`src/rtl/ils_pkg.sv`:
```
// shared types, constants and codes for the indexed list store
`timescale 1ns / 1ps
package ils_pkg;
	localparam int CAPACITY   = 256;
	localparam int DATA_WIDTH = 32;
	localparam int IDX_W      = $clog2(CAPACITY);
	localparam int COUNT_W    = $clog2(CAPACITY + 1);
	localparam int POS_W      = 9;
	localparam int CMD_W      = 3;
	localparam int ST_W       = 2;
	localparam int GROUP      = 16;
	localparam int NGROUP     = CAPACITY / GROUP;
	localparam int GIDX_W     = $clog2(GROUP);
	localparam int GSEL_W     = $clog2(NGROUP);

	localparam logic [CMD_W-1:0] CMD_GET    = 3'd0;
	localparam logic [CMD_W-1:0] CMD_SET    = 3'd1;
	localparam logic [CMD_W-1:0] CMD_INSERT = 3'd2;
	localparam logic [CMD_W-1:0] CMD_ERASE  = 3'd3;
	localparam logic [CMD_W-1:0] CMD_FIND   = 3'd4;
	localparam logic [CMD_W-1:0] CMD_CLEAR  = 3'd5;

	localparam logic [ST_W-1:0] ST_OK    = 2'd0;
	localparam logic [ST_W-1:0] ST_RANGE = 2'd1;
	localparam logic [ST_W-1:0] ST_FULL  = 2'd2;

	localparam logic [1:0] CELL_HOLD  = 2'd0;
	localparam logic [1:0] CELL_WRITE = 2'd1;
	localparam logic [1:0] CELL_UP    = 2'd2;
	localparam logic [1:0] CELL_DOWN  = 2'd3;

	typedef struct packed {
		logic [1:0]            op;
		logic [IDX_W-1:0]      pos;
		logic [DATA_WIDTH-1:0] wdata;
	} cell_ctl_t;

	typedef struct packed {
		logic [DATA_WIDTH-1:0] key;
		logic [COUNT_W-1:0]    limit;
	} cell_srch_t;
endpackage

```
`src/rtl/ils_cell.sv`:
```
// one list cell: holds one entry, shifts with its neighbors, compares against the key
`timescale 1ns / 1ps
module ils_cell (
	input  logic                          clk,
	input  ils_pkg::cell_ctl_t            ctl,
	input  ils_pkg::cell_srch_t           srch,
	input  logic [ils_pkg::IDX_W-1:0]      idx,
	input  logic [ils_pkg::DATA_WIDTH-1:0] left_entry,
	input  logic [ils_pkg::DATA_WIDTH-1:0] right_entry,
	output logic [ils_pkg::DATA_WIDTH-1:0] entry,
	output logic                          hit
);
	import ils_pkg::*;

	logic [DATA_WIDTH-1:0] entry_q;

	always_ff @(posedge clk) begin
		unique case (ctl.op)
			CELL_WRITE: begin
				if (idx == ctl.pos) entry_q <= ctl.wdata;
			end
			CELL_UP: begin
				if (idx == ctl.pos) entry_q <= ctl.wdata;
				else if (idx > ctl.pos) entry_q <= left_entry;
			end
			CELL_DOWN: begin
				if (idx >= ctl.pos) entry_q <= right_entry;
			end
			default: begin
				entry_q <= entry_q;
			end
		endcase
	end

	assign entry = entry_q;
	// only live entries may match
	assign hit = (entry_q == srch.key) && ({1'b0, idx} < COUNT_W'(srch.limit));
endmodule

```
`config.mk`:
```
export PLATFORM = sky130hd
export DESIGN_NAME = ils_cell
export DESIGN_NICKNAME = d
export VERILOG_FILES = /design/src/rtl/ils_pkg.sv /design/src/rtl/ils_cell.sv
export SDC_FILE = /design/constraint.sdc
export NUM_CORES = 1
export LEC_CHECK = 0
export ABC_CLOCK_PERIOD_IN_PS = 7900
export BUFFER_PORTS_ARGS = -buffer_cell sky130_fd_sc_hd__buf_4
export CORE_ASPECT_RATIO = 0.5
export CORE_UTILIZATION = 35
export DETAILED_ROUTE_END_ITERATION = 8
export GPL_TIMING_DRIVEN = 0
export HOLD_SLACK_MARGIN = 0.03
export PLACE_DENSITY = 0.74
export SYNTH_ARGS = -nofsm -noshare
export SYNTH_HDL_FRONTEND = slang
export SYNTH_SLANG_ARGS = --single-unit
```
`constraint.sdc`:
```
create_clock -name clk -period 7.9 [get_ports clk]
set_input_delay 0.79 -clock clk [delete_from_list [all_inputs] [get_ports clk]]
set_output_delay 0.79 -clock clk [all_outputs]
set_load 0.02 [all_outputs]
```
# [Yosys cells after proc, flatten, opt, wreduce, memory -nomap -nowiden]
# Index checks and enable logic that the tools add are counted.
[word_totals] reg_bits=32 input_bits=156 out_inout_bits=33
[classes] muxes=5 order_cmp=3 reduce_logical=3 n_eq_ne=8
[ops] operator="2-to-1 mux 32 bit" n=4
[ops] operator="one-hot mux 32 bit (3 select lines)" n=1
[ops] operator="== test 32 bit" n=1
[ops] operator="< comparator 8 x 9 -> 1 bit" n=1
[ops] operator="== test 8 bit" n=1
[ops] operator=">= comparator 8 bit" n=1
[ops] operator="> comparator 8 bit" n=1
[ops] operator="== test 2 bit, second input constant" n=2
[ops] operator="!= test 2 bit, second input constant" n=2
[ops] operator="AND reduction 4 bit" n=1
[ops] operator="!= test 3 bit, second input constant" n=1
[ops] operator="nonzero test 3 bit" n=1
[ops] operator="== test 2 x 1 -> 1 bit, second input constant" n=1
[ops] operator="logical AND 1 bit" n=1

# [Depth between registers and ports, before layout]
[logic_depth] word_depth=4 ltp_mapped=9

# [Worst setup path after synthesis]
# OpenSTA, ideal clock, no wires.
[synth_path] path_type="in2reg" from="input ctl[33] (netlist name)" to="register entry_q[0] (netlist: entry[0]), enable pin" setup_slack_ns=3.562 path_stages=7 required_time_ns=7.428 arrival_ns=3.867 path_cell_list="inv_1 -> ha_1 -> nor2b_1 -> o21ai_0 -> nand2b_1 -> a21oi_1 -> o32ai_1"
[synth_via] elab_chain_len=3
[synth_rtl] element="start: declaration" line="ils_cell.sv:5" source="input ils_pkg::cell_ctl_t ctl,"
[synth_rtl] element="> comparator 8 bit, or another cell as far along" line="ils_cell.sv:24" source="else if (idx > ctl.pos) entry_q <= left_entry;"
[synth_rtl] element="!= test 3 bit (no source line) / != test 2 bit (equally long branches)"
[synth_rtl] element="AND reduction 4 bit (no source line) *"
[synth_rtl] element="end signal: assignment" line="ils_cell.sv:23" source="if (idx == ctl.pos) entry_q <= ctl.wdata;"
[synth_rtl] element="end signal: assignment" line="ils_cell.sv:24"
[synth_rtl] element="end signal: assignment" line="ils_cell.sv:27" source="if (idx >= ctl.pos) entry_q <= right_entry;"
[synth_rtl] element="end: declaration" line="ils_cell.sv:15" source="logic [DATA_WIDTH-1:0] entry_q;"
# Every way passes the cells marked *; elsewhere a longest branch is shown, timed or not.
# A chain may end at the register's enable or synchronous reset.

# [Worst setup path after layout]
[layout_path] from="input srch[36] (netlist name)" to="output hit"
[layout_via] elab_chain_len=2
[layout_rtl] element="start: declaration" line="ils_cell.sv:6" source="input ils_pkg::cell_srch_t srch,"
[layout_rtl] element="== test 32 bit" line="ils_cell.sv:37" source="assign hit = (entry_q == srch.key) && ({1'b0, idx} < COUNT_W'(srch.limit));"
[layout_rtl] element="logical AND 1 bit" line="ils_cell.sv:37"
[layout_rtl] element="end: declaration" line="ils_cell.sv:11" source="output logic hit"
# Every way passes these cells.

==> flow_metrics.env <==
export IMPL_status="finished clean"
export IMPL_globalplace_congestion=0.834
export IMPL_irDropWorstVdd_mv=0.0925
export IMPL_wl_per_cell_um=16.4
export IMPL_syn_area_per_cell_um2=11.1
export IMPL_vias_per_cell=5.10
export IMPL_pwr_share_seq_pct=36.1
export IMPL_num_vias=2741
export IMPL_p_per_area_nw_per_um2=142
export IMPL_grt_start_max_net_pins=18
export IMPL_grt_pass1_vias=2764
export IMPL_grt_pass1_wl_um=13500
export IMPL_drv_slew=0
export IMPL_dr_max_layer_used="met4"
export IMPL_hold_class="primary input to register"
export IMPL_ant_nets=0
export IMPL_fillers=657
export IMPL_synth_distinct_cells=30
export IMPL_overflow=0
export IMPL_place_ws_ns=4.68
export IMPL_cts_setup_buffers=0
export IMPL_ys_ff_latch=32
export IMPL_crit_type="primary input to output pin"
export IMPL_wl_um=8790
export IMPL_ios=189
export IMPL_yosysSeqAreaShare_pct=35.3
export IMPL_dr_pass1_iters=4
export IMPL_seq_area_um2=961
export IMPL_gr_usage_all_layers_pct=21.3
export IMPL_dieArea_um2=8160
export IMPL_pwr_share_clk_pct=28.5
export IMPL_multi_input_area_um2=1580
export IMPL_port_buffers=187
export IMPL_relSlewSlack_pct=38.9
export IMPL_timing_final_ws_setup_ns=4.66
export IMPL_drtIter0Drc=93
export IMPL_layout_drive_gt1_share_pct=59.6
export IMPL_path_clk_slew_ns=0.05
export IMPL_cts_hold_buf=0
export IMPL_crit_fanout=1
export IMPL_place_hpwl_um=7140
export IMPL_rsz0062_at_grt="false"
export IMPL_synth_top_area_share_pct=35.3
export IMPL_maxCapViolations=0
export IMPL_max_clock_freq_mhz=308
export IMPL_core_um2=7430
export IMPL_tns_ns=0
export IMPL_die_y_um=64.4
export IMPL_start_kind="primary input"
export IMPL_synth_top_area_cell="edfxtp_1"
export IMPL_p_int_mw=0.445
export IMPL_required_ns=7.11
export IMPL_yosysWarnings=0
export IMPL_syn_inst=246
export IMPL_cts_buffer_depth=2
export IMPL_largest_register_ff_count=32
export IMPL_area_delta_synth_final_pct=62.5
export IMPL_setup_viol=0
export IMPL_netSwitchingFraction_pct=29.2
export IMPL_finalCritPeriodShare_pct=41.1
export IMPL_p_comb_share_pct=35.4
export IMPL_die_x_um=127
export IMPL_drc=0
export IMPL_endpoint="hit"
export IMPL_critical_path_arrival_ns=2.45
export IMPL_fin_crit_ns=3.24
export IMPL_drt_met1_wl_um=3740
export IMPL_cts_made_buffers=5
export IMPL_met2_length_um=4600
export IMPL_dr_wl_met3_um=328
export IMPL_fp_row_count=22
export IMPL_synth_area_top_cells="edfxtp_1, o22ai_2, a21oi_2"
export IMPL_cellLeakagePower_nw=1.92
export IMPL_cts_sinks=32
export IMPL_tightest_slew_ns=0.916
export IMPL_p_switching_mw=0.183
export IMPL_initial_core_util_pct=36.6
export IMPL_antenna_found_initial=0
export IMPL_post_cts_resized=0
export IMPL_htree_levels=2
export IMPL_cts_root_buffer="clkbuf_16"
export IMPL_cp_end_kind="output pin"
export IMPL_synth_fp_nets=417
export IMPL_synth_cell_area_um2=2720
export IMPL_tritoncts="yes"
export IMPL_hold_violations=0
export IMPL_crit_start="srch[36]"
export IMPL_fin_nets=612
export IMPL_antenna_cells_inserted=0
## area by class of cell
class / instances / share of cell area [%]
well taps: 96 / 2.71
clock inverters: 2 / 0.170
multi-input cells: 179 / 35.7
inverters: 18 / 1.53
plain buffers: 17 / 3.00
clock buffers: 5 / 2.83
repair buffers: 188 / 32.3
flip-flops and latches: 32 / 21.7
## kinds of logic after synthesis
logic type	after synthesis	share of synthesized area, %
fa+ha+maj	15	6.89
flops	32	35.3
buf+inv	35	7.35
compound gates	107	34.3
xor+xnor	32	10.3
simple gates	25	5.88
## stage by stage
| stage | total power, mW | util [%] | cell area [um^2] | cells | hold WS, ns |
|---|---|---|---|---|---|
| global route | 0.658 | 59.6 | 4430 | 537 | 0.862 |
| CTS | 0.634 | 59.6 | 4430 | 537 | 0.857 |
| global placement | 0.447 | 57.2 | 4250 | 529 | 1.13 |
| floorplan | 0.335 | - | 2720 | 246 | 1.04 |
| detailed placement | 0.452 | 57.8 | 4290 | 530 | 1.14 |
| finish | 0.628 | 59.6 | 4430 | 537 | 0.856 |
## cell usage after synthesis, drive strengths merged
library cell,n
clkbuf,9
and3,1
ha,15
a311oi,2
a211o,1
and3b,1
nor4,4
or2,1
o21ai,2
o22ai,64
nor2b,2
nor2,2
nand4,8
a221oi,1
xor2,15
inv,18
nand2b,1
xnor2,17
o32ai,1
nand2,3
a21oi,36
nand3,2
buf,8
edfxtp,32
## worst min-delay path by stage
stage | slack (ns) | end | startpoint | depth (start not counted)
floorplan | 1.04 | entry[16] | right_entry[16] | 2
global placement | 1.13 | entry[25] | right_entry[25] | 3
detailed placement | 1.14 | entry[12] | right_entry[12] | 3
CTS | 0.86 | entry[11] | right_entry[11] | 3
global route | 0.86 | entry[13] | right_entry[13] | 3
finish | 0.86 | entry[11] | right_entry[11] | 3
## cell usage in the layout (no fill, tap or decap), types with 2 or more instances in the layout
master	n
buf_4	190
o22ai_1	34
edfxtp_1	32
o22ai_2	30
a21oi_2	30
inv_1	18
xnor2_1	17
xor2_1	15
ha_1	15
clkbuf_1	9
nand4_1	8
a21oi_1	6
clkbuf_16	5
nor4_1	4
buf_12	3
nand2_1	2
nor2b_1	2
o21ai_0	2
nor2_1	2
nand3_1	2
a311oi_1	2
clkinv_1	2
## worst max-delay path, cell delays in order
cell,delay (ns)
buf_4,0.11
xnor2_1,0.18
nand4_1,0.12
nor4_1,0.59
nand3_1,0.16
a311oi_1,0.30
buf_4,0.21
## power by group through the flow
stage | sequential, mW | combinational (mW) | clock, mW
floorplan | 0.251 | 0.0838 | 0
global placement | 0.231 | 0.216 | 0
detailed placement | 0.230 | 0.223 | 0
CTS | 0.227 | 0.224 | 0.184
global route | 0.228 | 0.239 | 0.190
finish | 0.226 | 0.222 | 0.179
## routing by layer
layer | global-route usage (%) | vias to the layer above
met5 | 0 | -
met1 | 25.2 | 1308
met3 | 3.52 | 13
met4 | 4.91 | 0
li1 | - | 1356
met2 | 40.5 | 64
Note: power is estimated with default switching activity, not from simulation.
